$ cat config.mk
export PLATFORM = sky130hd
export DESIGN_NAME = keyword_substitution_cipher_core
export DESIGN_NICKNAME = d
export VERILOG_FILES = /design/src/hw/rtl/kwsc_pkg.sv /design/src/hw/rtl/kwsc_table_ram.sv /design/src/hw/rtl/kwsc_builder.sv /design/src/hw/rtl/kwsc_lookup.sv /design/src/hw/rtl/keyword_substitution_cipher_core.sv
export SDC_FILE = /design/constraint.sdc
export NUM_CORES = 1
export LEC_CHECK = 0
export BUFFER_PORTS_ARGS = -buffer_cell sky130_fd_sc_hd__buf_2
export CAP_MARGIN = 20
export CORE_MARGIN = 5
export CORE_UTILIZATION = 55
export CTS_CLUSTER_SIZE = 20
export DETAILED_ROUTE_END_ITERATION = 12
export GPL_ROUTABILITY_DRIVEN = 0
export PLACE_DENSITY = 0.7
export SETUP_SLACK_MARGIN = 0.2
export SLEW_MARGIN = 20
export SYNTH_ARGS = -nofsm -noshare
export SYNTH_HDL_FRONTEND = slang
export SYNTH_SLANG_ARGS = --single-unit
$ cat constraint.sdc
create_clock -name clk -period 7.4 [get_ports clk]
set_input_delay 0.37 -clock clk [delete_from_list [all_inputs] [get_ports clk]]
set_output_delay 0.37 -clock clk [all_outputs]
set_load 0.01 [all_outputs]
$ cat src/hw/rtl/kwsc_pkg.sv
// ----------------------------------------------------------------------------
// kwsc_pkg
// Shared types, constants and helpers for the keyword substitution cipher.
// ----------------------------------------------------------------------------
package kwsc_pkg;

	localparam int KEY_CHARS   = 8;
	localparam int KEY_IDX_W   = (KEY_CHARS > 1) ? $clog2(KEY_CHARS) : 1;
	localparam int KEY_W       = 8 * KEY_CHARS;
	localparam int KEY_LEN_W   = 4;
	localparam int LETTERS     = 26;
	localparam int LETTER_W    = 5;
	localparam int CFG_IDX_W   = 2;
	localparam int CFG_DATA_W  = 64;

	typedef logic [LETTER_W-1:0] letter_t;

	localparam logic [CFG_IDX_W-1:0] REG_KEYWORD_CHARS  = 2'd0;
	localparam logic [CFG_IDX_W-1:0] REG_KEYWORD_LENGTH = 2'd1;

	localparam logic [7:0] CHAR_UPPER_A = 8'h41;
	localparam logic [7:0] CHAR_UPPER_Z = 8'h5A;
	localparam logic [7:0] CHAR_LOWER_A = 8'h61;
	localparam logic [7:0] CHAR_LOWER_Z = 8'h7A;
	localparam letter_t    LAST_LETTER  = letter_t'(LETTERS - 1);

	typedef enum logic [1:0] {
		BLD_KEY,
		BLD_FILL,
		BLD_DONE
	} bld_state_t;

	typedef struct packed {
		logic    we;
		letter_t pos;
		letter_t letter;
	} tbl_wr_t;

	function automatic logic is_upper(input logic [7:0] c);
		return (c >= CHAR_UPPER_A) && (c <= CHAR_UPPER_Z);
	endfunction

	function automatic logic is_lower(input logic [7:0] c);
		return (c >= CHAR_LOWER_A) && (c <= CHAR_LOWER_Z);
	endfunction

	function automatic letter_t letter_index(input logic [7:0] c);
		logic [7:0] d;
		d = is_upper(c) ? (c - CHAR_UPPER_A) : (c - CHAR_LOWER_A);
		return d[LETTER_W-1:0];
	endfunction

endpackage

$ cat src/hw/rtl/kwsc_table_ram.sv
// ----------------------------------------------------------------------------
// kwsc_table_ram
// One-write, one-read letter table with a registered read port.
// ----------------------------------------------------------------------------
module kwsc_table_ram
	import kwsc_pkg::*;
(
	input  logic    clk,
	input  logic    we,
	input  letter_t waddr,
	input  letter_t wdata,
	input  logic    re,
	input  letter_t raddr,
	output letter_t rdata
);

	letter_t mem [LETTERS];

	always_ff @(posedge clk) begin
		if (we) begin
			mem[waddr] <= wdata;
		end
	end

	always_ff @(posedge clk) begin
		if (re) begin
			rdata <= mem[raddr];
		end
	end

endmodule

$ cat src/hw/rtl/kwsc_builder.sv
// ----------------------------------------------------------------------------
// kwsc_builder
// Rebuilds the substitution alphabet and its inverse, at most one entry per cycle.
// ----------------------------------------------------------------------------
module kwsc_builder
	import kwsc_pkg::*;
(
	input  logic                 clk,
	input  logic                 arst_n,
	input  logic                 restart,
	input  logic [KEY_W-1:0]     keyword_chars,
	input  logic [KEY_LEN_W-1:0] keyword_length,
	output tbl_wr_t              wr,
	output logic                 busy
);

	bld_state_t          state_q, state_next;
	letter_t             pos_q;
	letter_t             count_q;
	logic [LETTERS-1:0]  placed_q;

	logic [KEY_IDX_W-1:0] key_idx;
	logic [7:0]           key_byte;
	logic [KEY_LEN_W-1:0] len_sat;
	logic                 key_letter;
	letter_t              key_code;
	logic                 key_last;
	logic                 fill_last;

	assign key_idx    = pos_q[KEY_IDX_W-1:0];
	assign key_byte   = keyword_chars[8*key_idx +: 8];
	assign len_sat    = (keyword_length > KEY_LEN_W'(KEY_CHARS)) ?
	                    KEY_LEN_W'(KEY_CHARS) : keyword_length;
	assign key_code   = letter_index(key_byte);
	assign key_letter = (is_upper(key_byte) || is_lower(key_byte)) &&
	                    ({{(8-LETTER_W){1'b0}}, pos_q} < {{(8-KEY_LEN_W){1'b0}}, len_sat});
	assign key_last   = (pos_q == letter_t'(KEY_CHARS - 1));
	assign fill_last  = (pos_q == LAST_LETTER);

	always_comb begin
		state_next = state_q;
		case (state_q)
			BLD_KEY:  if (key_last) state_next = BLD_FILL;
			BLD_FILL: if (fill_last) state_next = BLD_DONE;
			BLD_DONE: state_next = BLD_DONE;
			default:  state_next = BLD_DONE;
		endcase
		if (restart) begin
			state_next = BLD_KEY;
		end
	end

	always_comb begin
		wr   = '0;
		busy = 1'b1;
		case (state_q)
			BLD_KEY: begin
				wr.we     = key_letter && !placed_q[key_code];
				wr.pos    = count_q;
				wr.letter = key_code;
			end
			BLD_FILL: begin
				wr.we     = !placed_q[pos_q];
				wr.pos    = count_q;
				wr.letter = pos_q;
			end
			BLD_DONE: busy = 1'b0;
			default:  busy = 1'b0;
		endcase
		if (restart) begin
			wr.we = 1'b0;
			busy  = 1'b1;
		end
	end

	always_ff @(posedge clk or negedge arst_n) begin
		if (!arst_n) begin
			state_q  <= BLD_KEY;
			pos_q    <= '0;
			count_q  <= '0;
			placed_q <= '0;
		end else begin
			state_q <= state_next;
			if (restart) begin
				pos_q    <= '0;
				count_q  <= '0;
				placed_q <= '0;
			end else begin
				if (wr.we) begin
					count_q <= count_q + letter_t'(1);
				end
				if (state_q == BLD_KEY) begin
					if (wr.we) begin
						placed_q[key_code] <= 1'b1;
					end
					pos_q <= key_last ? '0 : pos_q + letter_t'(1);
				end else if (state_q == BLD_FILL) begin
					pos_q <= pos_q + letter_t'(1);
				end
			end
		end
	end

endmodule

$ cat src/hw/rtl/kwsc_lookup.sv
// ----------------------------------------------------------------------------
// kwsc_lookup
// Item pipeline: table read stage, then the output register.
// ----------------------------------------------------------------------------
module kwsc_lookup
	import kwsc_pkg::*;
(
	input  logic       clk,
	input  logic       arst_n,
	input  logic       bld_busy,
	input  logic       s_tvalid,
	output logic       s_tready,
	input  logic       s_tuser,
	input  logic [7:0] s_tdata,
	output logic       rd_en,
	output letter_t    rd_addr,
	input  letter_t    sub_rdata,
	input  letter_t    inv_rdata,
	output logic       m_tvalid,
	input  logic       m_tready,
	output logic [7:0] m_tdata
);

	logic       valid_s1;
	logic       op_s1;
	logic       letter_s1;
	logic       upper_s1;
	logic [7:0] char_s1;
	logic       out_valid_q;
	logic [7:0] out_data_q;

	logic       advance;
	letter_t    mapped;
	logic [7:0] base;
	logic [7:0] result;

	assign advance  = !out_valid_q || m_tready;
	assign s_tready = !bld_busy && (!valid_s1 || advance);
	assign rd_en    = s_tvalid && s_tready;
	assign rd_addr  = letter_index(s_tdata);

	assign mapped = op_s1 ? inv_rdata : sub_rdata;
	assign base   = upper_s1 ? CHAR_UPPER_A : CHAR_LOWER_A;
	assign result = letter_s1 ? (base + {{(8-LETTER_W){1'b0}}, mapped}) : char_s1;

	always_ff @(posedge clk or negedge arst_n) begin
		if (!arst_n) begin
			valid_s1    <= 1'b0;
			out_valid_q <= 1'b0;
		end else begin
			if (rd_en) begin
				valid_s1 <= 1'b1;
			end else if (advance) begin
				valid_s1 <= 1'b0;
			end
			if (advance) begin
				out_valid_q <= valid_s1;
			end
		end
	end

	always_ff @(posedge clk) begin
		if (rd_en) begin
			op_s1     <= s_tuser;
			letter_s1 <= is_upper(s_tdata) || is_lower(s_tdata);
			upper_s1  <= is_upper(s_tdata);
			char_s1   <= s_tdata;
		end
		if (advance && valid_s1) begin
			out_data_q <= result;
		end
	end

	assign m_tvalid = out_valid_q;
	assign m_tdata  = out_data_q;

endmodule

$ cat src/hw/rtl/keyword_substitution_cipher_core.sv
// ----------------------------------------------------------------------------
// keyword_substitution_cipher_core
// Keyword substitution cipher: byte stream in, substituted byte stream out.
// ----------------------------------------------------------------------------
// Channel   Direction  Payload
// s_*       in         tuser[0] = op (1 decrypts), tdata[7:0] = char_in
// m_*       out        tdata[7:0] = char_out
// cfg_*     in         index 0 keyword_chars, index 1 keyword_length
//
// One item per cycle while no table rebuild runs and the output is not stalled;
// each item passes through the read stage into the output register. After reset
// and after each write to index 0 or 1 the alphabet and its inverse are rewritten
// into the two table memories, at most one entry per cycle; s_tready stays low during that pass.
// A stalled output holds the read stage and then s_tready drops.
// ----------------------------------------------------------------------------
module keyword_substitution_cipher_core
	import kwsc_pkg::*;
(
	input  logic                  clk,
	input  logic                  arst_n,
	input  logic                  s_tvalid,
	output logic                  s_tready,
	input  logic                  s_tuser,   // [0] op
	input  logic [7:0]            s_tdata,   // [7:0] char_in
	output logic                  m_tvalid,
	input  logic                  m_tready,
	output logic [7:0]            m_tdata,   // [7:0] char_out
	input  logic                  cfg_we,
	input  logic [CFG_IDX_W-1:0]  cfg_index,
	input  logic [CFG_DATA_W-1:0] cfg_data
);

	logic [KEY_W-1:0]     keyword_chars_q;
	logic [KEY_LEN_W-1:0] keyword_length_q;
	logic                 restart;
	tbl_wr_t              wr;
	logic                 bld_busy;
	logic                 rd_en;
	letter_t              rd_addr;
	letter_t              sub_rdata;
	letter_t              inv_rdata;

	assign restart = cfg_we &&
	                 ((cfg_index == REG_KEYWORD_CHARS) || (cfg_index == REG_KEYWORD_LENGTH));

	always_ff @(posedge clk or negedge arst_n) begin
		if (!arst_n) begin
			keyword_chars_q  <= '0;
			keyword_length_q <= '0;
		end else if (cfg_we) begin
			if (cfg_index == REG_KEYWORD_CHARS) begin
				keyword_chars_q <= cfg_data[KEY_W-1:0];
			end else if (cfg_index == REG_KEYWORD_LENGTH) begin
				keyword_length_q <= cfg_data[KEY_LEN_W-1:0];
			end
		end
	end

	kwsc_builder u_builder (
		.clk            (clk),
		.arst_n         (arst_n),
		.restart        (restart),
		.keyword_chars  (keyword_chars_q),
		.keyword_length (keyword_length_q),
		.wr             (wr),
		.busy           (bld_busy)
	);

	kwsc_table_ram u_sub_ram (
		.clk   (clk),
		.we    (wr.we),
		.waddr (wr.pos),
		.wdata (wr.letter),
		.re    (rd_en),
		.raddr (rd_addr),
		.rdata (sub_rdata)
	);

	kwsc_table_ram u_inv_ram (
		.clk   (clk),
		.we    (wr.we),
		.waddr (wr.letter),
		.wdata (wr.pos),
		.re    (rd_en),
		.raddr (rd_addr),
		.rdata (inv_rdata)
	);

	kwsc_lookup u_lookup (
		.clk       (clk),
		.arst_n    (arst_n),
		.bld_busy  (bld_busy),
		.s_tvalid  (s_tvalid),
		.s_tready  (s_tready),
		.s_tuser   (s_tuser),
		.s_tdata   (s_tdata),
		.rd_en     (rd_en),
		.rd_addr   (rd_addr),
		.sub_rdata (sub_rdata),
		.inv_rdata (inv_rdata),
		.m_tvalid  (m_tvalid),
		.m_tready  (m_tready),
		.m_tdata   (m_tdata)
	);

endmodule

==> metrics.md, run 1 <==
| Metric | Value |
|---|---|
| Fin Clk Skew | between 15 and 20 ps |
| Clk buf depth | 3 |
| First DRT Iteration DRCs | 898 |
| Int Pwr | 4750 uW |
| First-pass GRT wire length | a little under 60000 microns |
| CP Launch Type | flip-flop |
| Yosys warns | 0 |
| Crit-path cells | nor2_1, a22oi_1, and3_1, inv_1, ha_1, mux2i_1, nand2_1, a211oi_1, nor2_1, a211oi_1, o21ba_1, nor2_4, buf_4, nor4_1 |
| Crit path time final | approximately 5700 ps |
| Setup ws final | around 1700 ps |
| Register area share after synthesis | about 66% |
| CP delay by family, top | simple AND/OR/NAND/NOR gates |
| Setup CP Type | reg -> reg |
| Num CTS Buffers | 41 |
| Final period util | about 77% |
| CTS tree | yes |
| Post-synth EDFFs | a little under 300 |
| Row count | 65 |
| Post-Route WL | around 37000 microns |
| CP endpoint kind | flip-flop |
| Peak VDD IR | roughly 0.22 mV |
| Clock network power share | between 20% and 30% |
| DRC Markers | 0 |
| CTS clk-pin slew, worst paths | around 60 ps |
| Comb pwr share | roughly 28% |
| Die Ht | between 150 and 200 microns |
| P per Cell Area | around 360 nW/um^2 |
| Port bufs | 89 |
| # diodes | 0 |
| Largest area contributor in the netlist | edfxtp_1 |
| Max_slew headroom | 28.5% |
| Initial antenna violation count | 0 |
| Status | finished, final reports clean |
| Part of the power in registers | 42.7% |
| Finish-stage setup viols | 0 |
| Synthesized Nets | approximately 1200 |
| Fin nets | between 1000 and 1500 |
| Most used flip-flop cell after synthesis | edfxtp_1 |
| Root Buffer | clkbuf_16 |
| Synth Area per Inst | roughly 16 sq um |
| Die W | approximately 190 microns |
| Synth Register Bits | around 400 |
| Slew @ Worst Pin | approximately 1100 ps |
| Setup TNS Final | 0 ps |
| Die area | roughly 35000 sq um |
| Sw Share | 32.8% |
| Top post-synthesis cells by area | edfxtp_1 (50%), dfrtp_1 (16%), mux4_2 (11%) |
| RSZ-0062 raised after global routing | false |
| Pleak | 0.00712 uW |
| Pre-CTS setup slack | approximately 1700 ps |
| Critical path's slowest cell | dfrtp_1 |
| Layout cells sized above 1 | 30.8% |
| Vias per Instance | ~6.1 |
| I/O pins | 90 |
| Crit-path max cell delay | roughly 950 ps |
| WL per Instance | 22.7 microns |
| Most common cell in the synthesized netlist | edfxtp_1 |
| Worst Path Max Fanout | 27 |
| Pre-antenna DRT Iters | 6 |
| Layout area overhead | 13.1% |
| H-tree depth | 2 |
| Overall Global Routing Usage | between 20% and 30% |
| Buf/Inv on CP | 2 |
| Dpl hpwl | about 24000 microns |
| FMAX | between 150 and 200 MHz |
| Remaining global-route overflow | 0 |
| Share of the synthesized area in the top cell type | about half |
| Hold Path Class | in -> reg |
| WP data arrival | around 5900 ps |
| NetSw | about 2300 uW |
| Number of global-route vias before repair | between 10000 and 15000 |
| CTS sink cnt | between 300 and 400 |
| Fin. max-slew vios | 0 |
| Synth cell count leaders | edfxtp_1 (289), dfrtp_1 (108), mux4_2 (88) |
| Final hold vios | 0 |
| Max-cap viol count | 0 |
| Post-DRT Antenna Nets | 0 |
| Async SR Flop Fraction | between 20% and 30% |
| WP data required | roughly 7600 ps |
| Worst-Skew Late Latency | about 540 ps |
| Post-synth cell types | 58 |
| Cell Area, Synth | around 17000 sq um |
| Post-Synthesis Cells | around 1100 |
| Largest net degree at the start of global routing | 80 |
| Routed vias | approximately 9800 |
| Total core area | ~31000 sq um |
| Initial core utilization | between 50% and 60% |
-- layer usage --
metal  track usage [%]  wire (microns)
met1              30.0           15600
met2              34.5           18100
met3              3.09            1900
met4              5.87             929
met5                 0               0
-- power groups by stage --
stage                     clock [uW]  sequential (uW)  combinational [uW]
after floorplan                    0             2980                1360
after detailed placement           0             3060                1940
after global placement             0             3060                1920
final                           2110             3020                1950
after global routing            2250             3040                2120
after CTS                       2150             3020                1950
-- what timing repair did --
action	CTS	global route
endpoints found under the hold margin	29	0
resized for setup	0	0
hold buffers	1	0
endpoints found under the setup margin	0	0
setup buffers	0	0
-- stage by stage --
stage	util (%)	total power (uW)	hold WS, ps	instances	cell area (sq um)
global placement	58.1	4980	343	1531	18200
finish	62.6	7070	18.8	1608	19600
global route	62.6	7400	7.62	1608	19600
detailed placement	58.1	5000	347	1531	18200
floorplan	-	4340	74.4	1085	17300
CTS	62.5	7110	1.96	1608	19600
-- registers in the layout (all words and copies together) (netlist names), 8 cells and up --
signal              count
keyword_chars_q        64
u_inv_ram.mem         130
u_lookup.m_tdata        8
u_builder.placed_q     26
u_sub_ram.mem         130
u_lookup.char_s1        8
-- worst paths after layout --
kind,from,end,slack [ps],cells after the start
max,u_builder.pos_q[0],u_inv_ram.mem[13][3],1700,14
min,s_tuser,u_lookup.op_s1,20,1
max reg2reg,u_builder.pos_q[0],u_inv_ram.mem[13][3],1700,14
min reg2reg,keyword_length_q[0],keyword_length_q[0],490,1
max in group asynchronous,arst_n,keyword_chars_q[54],6040,3
min in group asynchronous,arst_n,u_builder.placed_q[5],310,2
-- placed cells by master, fill, tap and decap left out, types with 8 or more instances in the layout --
| master | netlist | final |
|---|---|---|
| edfxtp_1 | 289 | 289 |
| dfrtp_1 | 108 | 108 |
| mux4_2 | 88 | 88 |
| buf_2 | 5 | 87 |
| mux2_2 | 84 | 84 |
| nand2_1 | 66 | 66 |
| nor2_1 | 57 | 55 |
| nor3_1 | 46 | 46 |
| clkbuf_16 | 0 | 41 |
| o21ai_0 | 32 | 32 |
| mux2i_1 | 24 | 24 |
| nand3_1 | 21 | 21 |
| buf_4 | 1 | 20 |
| inv_1 | 19 | 19 |
| a21oi_1 | 16 | 16 |
| ha_1 | 16 | 15 |
| nor2b_1 | 15 | 13 |
| o21a_1 | 12 | 12 |
| a31oi_1 | 12 | 12 |
| clkinv_2 | 0 | 11 |
| nor4_2 | 7 | 8 |
| nor4_1 | 9 | 8 |
-- kinds of logic after synthesis --
group / after synthesis / share of synthesized area [%]
AOI/OAI and AO/OA: 114 / 4.38
xor gates and xnor gates: 13 / 0.657
adders and majority gates: 16 / 1.15
buffers and inverters: 84 / 2.05
DFF: 397 / 65.7
muxes: 197 / 18.4
and+or+nand+nor: 264 / 7.69
-- area by class of cell --
class / instances / area [sq um]
clock inverters: 27 / 308
flip-flops and latches: 397 / 11400
clock buffers: 49 / 1090
fillers: 2227 / 11700
repair buffers: 109 / 607
inverters: 20 / 75.1
multi-input cells: 604 / 5640
well taps: 402 / 503
No activity file was read; power rests on OpenSTA's default activity.
==> run 2: changes to the inputs <==
- PLACE_DENSITY: 0.7 -> 0.73
- clock period: 7.4 -> 4.8 ns (I/O delays scaled with it)
==> run 2 against run 1 <==
Against the previous run: final area up 5.8%; non-clock buffer count up 121; clock power up 49%; total power up 56%; clock skew up 6.5 ps; core utilization up 3.6 points; sequential power up 53%; largest power group unchanged.
==> metrics.md, run 2 (synthesized netlist as in run 1, its figures left out) <==
| Metric | Value |
|---|---|
| Fin nets | 1391 |
| Pre-antenna DRT Iters | 7 |
| First DRT Iteration DRCs | roughly 1000 |
| Critical path's slowest cell | nor2_2 |
| CP Launch Type | flip-flop |
| Layout area overhead | 19.7% |
| First-pass GRT wire length | a little over 60000 microns |
| Most frequent cells in the layout | edfxtp_1 (289), dfrtp_1 (106), mux4_2 (88), buf_2 (87), mux2_2 (84) |
| Setup CP Type | reg -> reg |
| Top flop regs | u_inv_ram.mem (130), u_sub_ram.mem (130), keyword_chars_q (64) |
| Layout cells sized above 1 | around 33% |
| Max-cap viol count | 0 |
| Setup ws final | around 500 ps |
| Overall Global Routing Usage | between 20 and 25% |
| P per Cell Area | around 530 nW/um^2 |
| DRC Markers | 0 |
| Worst Path Max Fanout | 19 |
| Die W | between 150 and 200 microns |
| Slew @ Worst Pin | between 1000 and 1500 ps |
| Number of global-route vias before repair | approximately 11000 |
| Crit path time final | about 4300 ps |
| WP data arrival | 4590 ps |
| Vias per Instance | 5.95 |
| Crit-path most repeated cell | buf_4 |
| Initial antenna violation count | 1 |
| Remaining global-route overflow | 0 |
| # fillers | about 2100 |
| Initial core utilization | roughly 55% |
| Post-Route WL | between 30000 and 40000 microns |
| Commonest non-fill, non-tap cell in the layout | edfxtp_1 |
| Setup TNS Final | 0 ps |
| CP endpoint kind | flip-flop |
| Clk buf depth | 3 |
| Total core area | 31300 sq um |
| Pre-CTS setup slack | between 150 and 200 ps |
| FMAX | 232 MHz |
| WL per Instance | around 22 microns |
| Finish-stage setup viols | 0 |
| Row count | 65 |
| Routed vias | between 10000 and 15000 |
| Die area | 35200 sq um |
| Non-Filler Instances | around 1700 |
| Final period util | 89.8% |
| Fin. max-slew vios | 0 |
| Crit-path cells | mux4_2, mux2i_4, buf_4, inv_2, a311oi_2, xor2_1, nor4b_1, or2_1, o21ba_2, nor2_2, nor4_1, buf_4 |
| Port bufs | a little under 90 |
| Hold path cells | 1 |
| I/O pins | 90 |
| Root Buffer | clkbuf_16 |
| Hold Path Class | in -> reg |
| RSZ-0062 raised after global routing | false |
| Post-DRT Antenna Nets | 0 |
| Dpl hpwl | 24600 microns |
| Pleak | between 0.007 and 0.008 uW |
| Cell area after layout | around 21000 sq um |
| Dpl cells | between 1500 and 2000 |
| Min Hold Slack | around 32 ps |
| Num CTS Buffers | 41 |
| Placed inst area | ~19000 sq um |
| Final hold vios | 0 |
| CTS sink cnt | between 300 and 400 |
| CTS tree | yes |
| Crit-path max cell delay | ~740 ps |
| WP data required | between 5000 and 6000 ps |
| Max_slew headroom | 30.7% |
| Largest net degree at the start of global routing | 68 |
| Die Ht | about 190 microns |
| Status | finished, final reports clean |
| CTS clk-pin slew, worst paths | 60 ps |
| Peak VDD IR | between 0.3 and 0.4 mV |
| Reg2Reg Depth | 12 |
| Worst-Skew Late Latency | ~530 ps |
| Fin Clk Skew | ~24 ps |
| H-tree depth | 2 |
[run 2: cell count changes in the layout (fill, tap and decap cells not counted), sizes merged]
cell	delta
dlygate4sd3	+71
nor2	+1
clkinvlp	+2
inv	-2
bufinv	-4
buf	+50
clkinv	-3
diode	+1
clkbuf	+7
[run 2: path summary, 6_finish.rpt]
path                                startpoint                   end  slack, ps
min in group asynchronous               arst_n   keyword_chars_q[45]        340
setup reg to reg            u_builder.pos_q[0]  u_inv_ram.mem[10][3]        490
max in group asynchronous               arst_n  u_builder.count_q[1]       3360
setup / recovery            u_builder.pos_q[0]  u_inv_ram.mem[10][3]        490
hold reg to reg            keyword_chars_q[52]   keyword_chars_q[52]        500
hold / removal                      s_tdata[2]   u_lookup.char_s1[2]         30
[run 2: area by class of cell]
cell class / instances / area (sq um) / share of cell area (%)
Antenna cell: 1 / 2.50 / 0.0121
Clock buffer: 56 / 1210 / 5.82
Clock inverter: 20 / 165 / 0.796
Inverter: 20 / 75.1 / 0.362
Multi-Input combinational cell: 605 / 5710 / 27.5
Sequential cell: 397 / 11400 / 54.9
Tap cell: 402 / 503 / 2.43
Timing Repair Buffer: 230 / 1690 / 8.16
[run 2: per-layer routing]
| metal | global-route usage, % | wire length [microns] | up-vias |
|---|---|---|---|
| li1 | - | - | 4641 |
| met1 | 30.0 | 15600 | 5217 |
| met2 | 37.5 | 19500 | 361 |
| met3 | 3.20 | 2140 | 76 |
| met4 | 6.07 | 1050 | 0 |
| met5 | 0 | 0 | - |
[run 2: power breakdown]
part           internal [uW]  switching [uW]
Clock                   1880            1280
Combinational           1100            2120
Sequential              4440             195
Total                   7420            3590
[run 2: repair_timing]
action	4_1_cts	5_1_grt
hold endpoints to repair	141	0
setup endpoints to repair	70	260
resized for setup	0	12
pin swaps	1	2
buffers inserted	0	2
hold buffers	72	0
gates cloned	0	1
[run 2: worst max-delay path, delay by kind of cell (launching register included)]
family | cells | cell delay [ps]
and+or+nand+nor | 4 | 1580
muxes | 2 | 780
buffers and inverters | 3 | 550
AOI/OAI and AO/OA | 2 | 520
DFF | 1 | 490
xor gates and xnor gates | 1 | 130
[run 2: through the flow]
stage / utilization, % / total power, uW
6_report: 66.2 / 11000
3_3_place_gp: 59.2 / 7670
5_1_grt: 66.2 / 11500
2_1_floorplan: - / 6690
3_5_place_dp: 59.2 / 7740
4_1_cts: 65.9 / 10900
==> run 3: changes to the inputs <==
- MAX_ROUTING_LAYER: not set -> met4
==> run 3 against run 2 <==
Against the previous run: combinational power is essentially flat; clock-buffer cell count stayed put; flip-flop and latch count is the same; core utilization about the same; register-to-register slack worse by 20 ps; wire length is essentially flat; hold slack got worse by 0.87 ps; final area is essentially flat; via count fell by 0.38%; sequential power about the same; critical path type unchanged; critical endpoint unchanged.
==> metrics.md, run 3 (synthesized netlist as in run 1, its figures left out) <==
| Metric | Value |
|---|---|
| Overall Global Routing Usage | a little under a quarter |
| Routed vias | between 10000 and 15000 |
| Crit-path cells | mux4_2, mux2i_4, buf_4, inv_2, a311oi_2, xor2_1, nor4b_1, or2_1, o21ba_2, nor2_2, nor4_1, buf_4 |
| Number of global-route vias before repair | 10802 |
| Reg2Reg Depth | 12 |
| Initial antenna violation count | 1 |
| Critical path's slowest cell | nor2_2 |
| Num CTS Buffers | between 40 and 50 |
| RSZ-0062 raised after global routing | false |
| CP Launch Type | flip-flop |
| CTS tree | yes |
| Fin. max-slew vios | 0 |
| R2r startpoint | u_builder.pos_q[0] |
| Fin nets | around 1400 |
| Initial core utilization | 55.4% |
| Pleak | roughly 0.0077 uW |
| Post-DRT Antenna Nets | 0 |
| WP data arrival | 4610 ps |
| Layout cells sized above 1 | 32.5% |
| Layout area overhead | 19.6% |
| Met3 Use GR | under 10% |
| Status | finished, final reports clean |
| Die W | 188 microns |
| CTS sink cnt | 397 |
| Crit path time final | 4330 ps |
| Worst Path Max Fanout | 19 |
| First DRT Iteration DRCs | approximately 1000 |
| Worst-Skew Late Latency | 530 ps |
| Total core area | 31300 sq um |
| DRC Markers | 0 |
| Setup CP Type | reg -> reg |
| Top flop regs | u_inv_ram.mem (130), u_sub_ram.mem (130), keyword_chars_q (64) |
| Grt met2 use | approximately 37% |
| Hold Crit Start | s_tdata[2] |
| Finish-stage setup viols | 0 |
| Dpl hpwl | around 25000 microns |
| Die Ht | roughly 190 microns |
| P per Cell Area | around 530 nW/um^2 |
| Crit-path max cell delay | about 750 ps |
| Slew @ Worst Pin | between 1000 and 1500 ps |
| Final period util | 90.3% |
| I/O pins | 90 |
| Port bufs | slightly below 90 |
| Pre-antenna DRT Iters | 5 |
| First-pass GRT wire length | ~60000 microns |
| Row count | 65 |
| Post-Route WL | between 30000 and 40000 microns |
| Dpl cells | between 1500 and 2000 |
| Clk buf depth | 3 |
| Non-Filler Instances | about 1700 |
| FMAX | ~230 MHz |
| Final hold vios | 0 |
| WP data required | a little over 5000 ps |
| Largest net degree at the start of global routing | slightly below 70 |
| CP delay by family, top | simple AND/OR/NAND/NOR gates |
| Max-cap viol count | 0 |
| Hold path cells | 1 |
| Peak VDD IR | roughly 0.37 mV |
| Buf/Inv on CP | 3 |
| CTS clk-pin slew, worst paths | 60 ps |
| CP endpoint kind | flip-flop |
| Crit-path most repeated cell | buf_4 |
| H-tree depth | 2 |
| Met1 Resource Use GR | between 30% and 40% |
| WL per Instance | 22.2 microns |
| Commonest non-fill, non-tap cell in the layout | edfxtp_1 |
| Busiest grt layer | met2 |
| Die area | between 30000 and 40000 sq um |
| Root Buffer | clkbuf_16 |
| Hold Path Class | in -> reg |
| Fin Clk Skew | around 24 ps |
| Setup TNS Final | 0 ps |
| Worst setup path start | u_builder.pos_q[0] |
| Critical path depth | 12 |
| Remaining global-route overflow | 0 |
| Max_slew headroom | 28.5% |
| Vias per Instance | just under 6 |
| Most frequent cells in the layout | edfxtp_1 (289), dfrtp_1 (106), mux4_2 (88), buf_2 (87), mux2_2 (84) |
==> run 3: routing by layer <==
| metal | vias up | part of all wire (%) | routed length, microns |
|---|---|---|---|
| li1 | 4642 | - | - |
| met1 | 5192 | 40 | 15500 |
| met2 | 339 | 51 | 19600 |
| met3 | 83 | 5.8 | 2220 |
| met4 | 0 | 2.7 | 1040 |
| met5 | - | 0 | 0 |
==> run 3: power breakdown <==
group / total (uW) / switching [uW] / leakage, uW / internal [uW]
combinational: 3210 / 2120 / 0.00295 / 1090
sequential: 4630 / 195 / 0.00404 / 4440
clock: 3150 / 1280 / 0.000681 / 1880
==> run 3: through the flow <==
step	hold WS, ps	total power (uW)	area, sq um	utilization, %	setup WS [ps]
3_3_place_gp	382	7670	18500	59.2	309
6_report	31.5	11000	20700	66.2	466
4_1_cts	14.7	10900	20600	65.9	147
5_1_grt	32.0	11500	20700	66.2	258
3_5_place_dp	392	7740	18500	59.2	167
2_1_floorplan	-55.6	6690	17300	-	239
==> run 3: area by class of cell <==
| cell class | instances | area (sq um) |
|---|---|---|
| Inverter | 20 | 75.1 |
| Sequential cell | 397 | 11400 |
| Timing Repair Buffer | 229 | 1690 |
| Clock buffer | 56 | 1210 |
| Antenna cell | 1 | 2.50 |
| Multi-Input combinational cell | 605 | 5710 |
| Tap cell | 402 | 503 |
| Fill cell | 2069 | 10600 |
| Clock inverter | 20 | 165 |
==> run 3: worst reg2reg max path, cell delays in order, from the launching register on <==
cell      delay [ps]
dfrtp_2          490
mux4_2           570
mux2i_4          210
buf_4            200
inv_2            140
a311oi_2         280
xor2_1           140
nor4b_1          460
or2_1            240
o21ba_2          220
nor2_2           750
nor4_1           160
buf_4            220
==> run 3: final timing paths <==
kind / endpoint / slack [ps]
min in group asynchronous: keyword_chars_q[45] / 340
max reg2reg: u_inv_ram.mem[10][3] / 470
min reg2reg: keyword_chars_q[52] / 500
max: u_inv_ram.mem[10][3] / 470
min: u_lookup.char_s1[2] / 30
max in group asynchronous: u_builder.count_q[1] / 3350
==> run 3: repair_timing <==
item,CTS,global route
buffers inserted,0,1
gates cloned,0,1
pin swaps,1,2
endpoints found under the hold margin,141,0
resized for setup,0,12
hold buffers,72,0
setup endpoints to repair,70,260
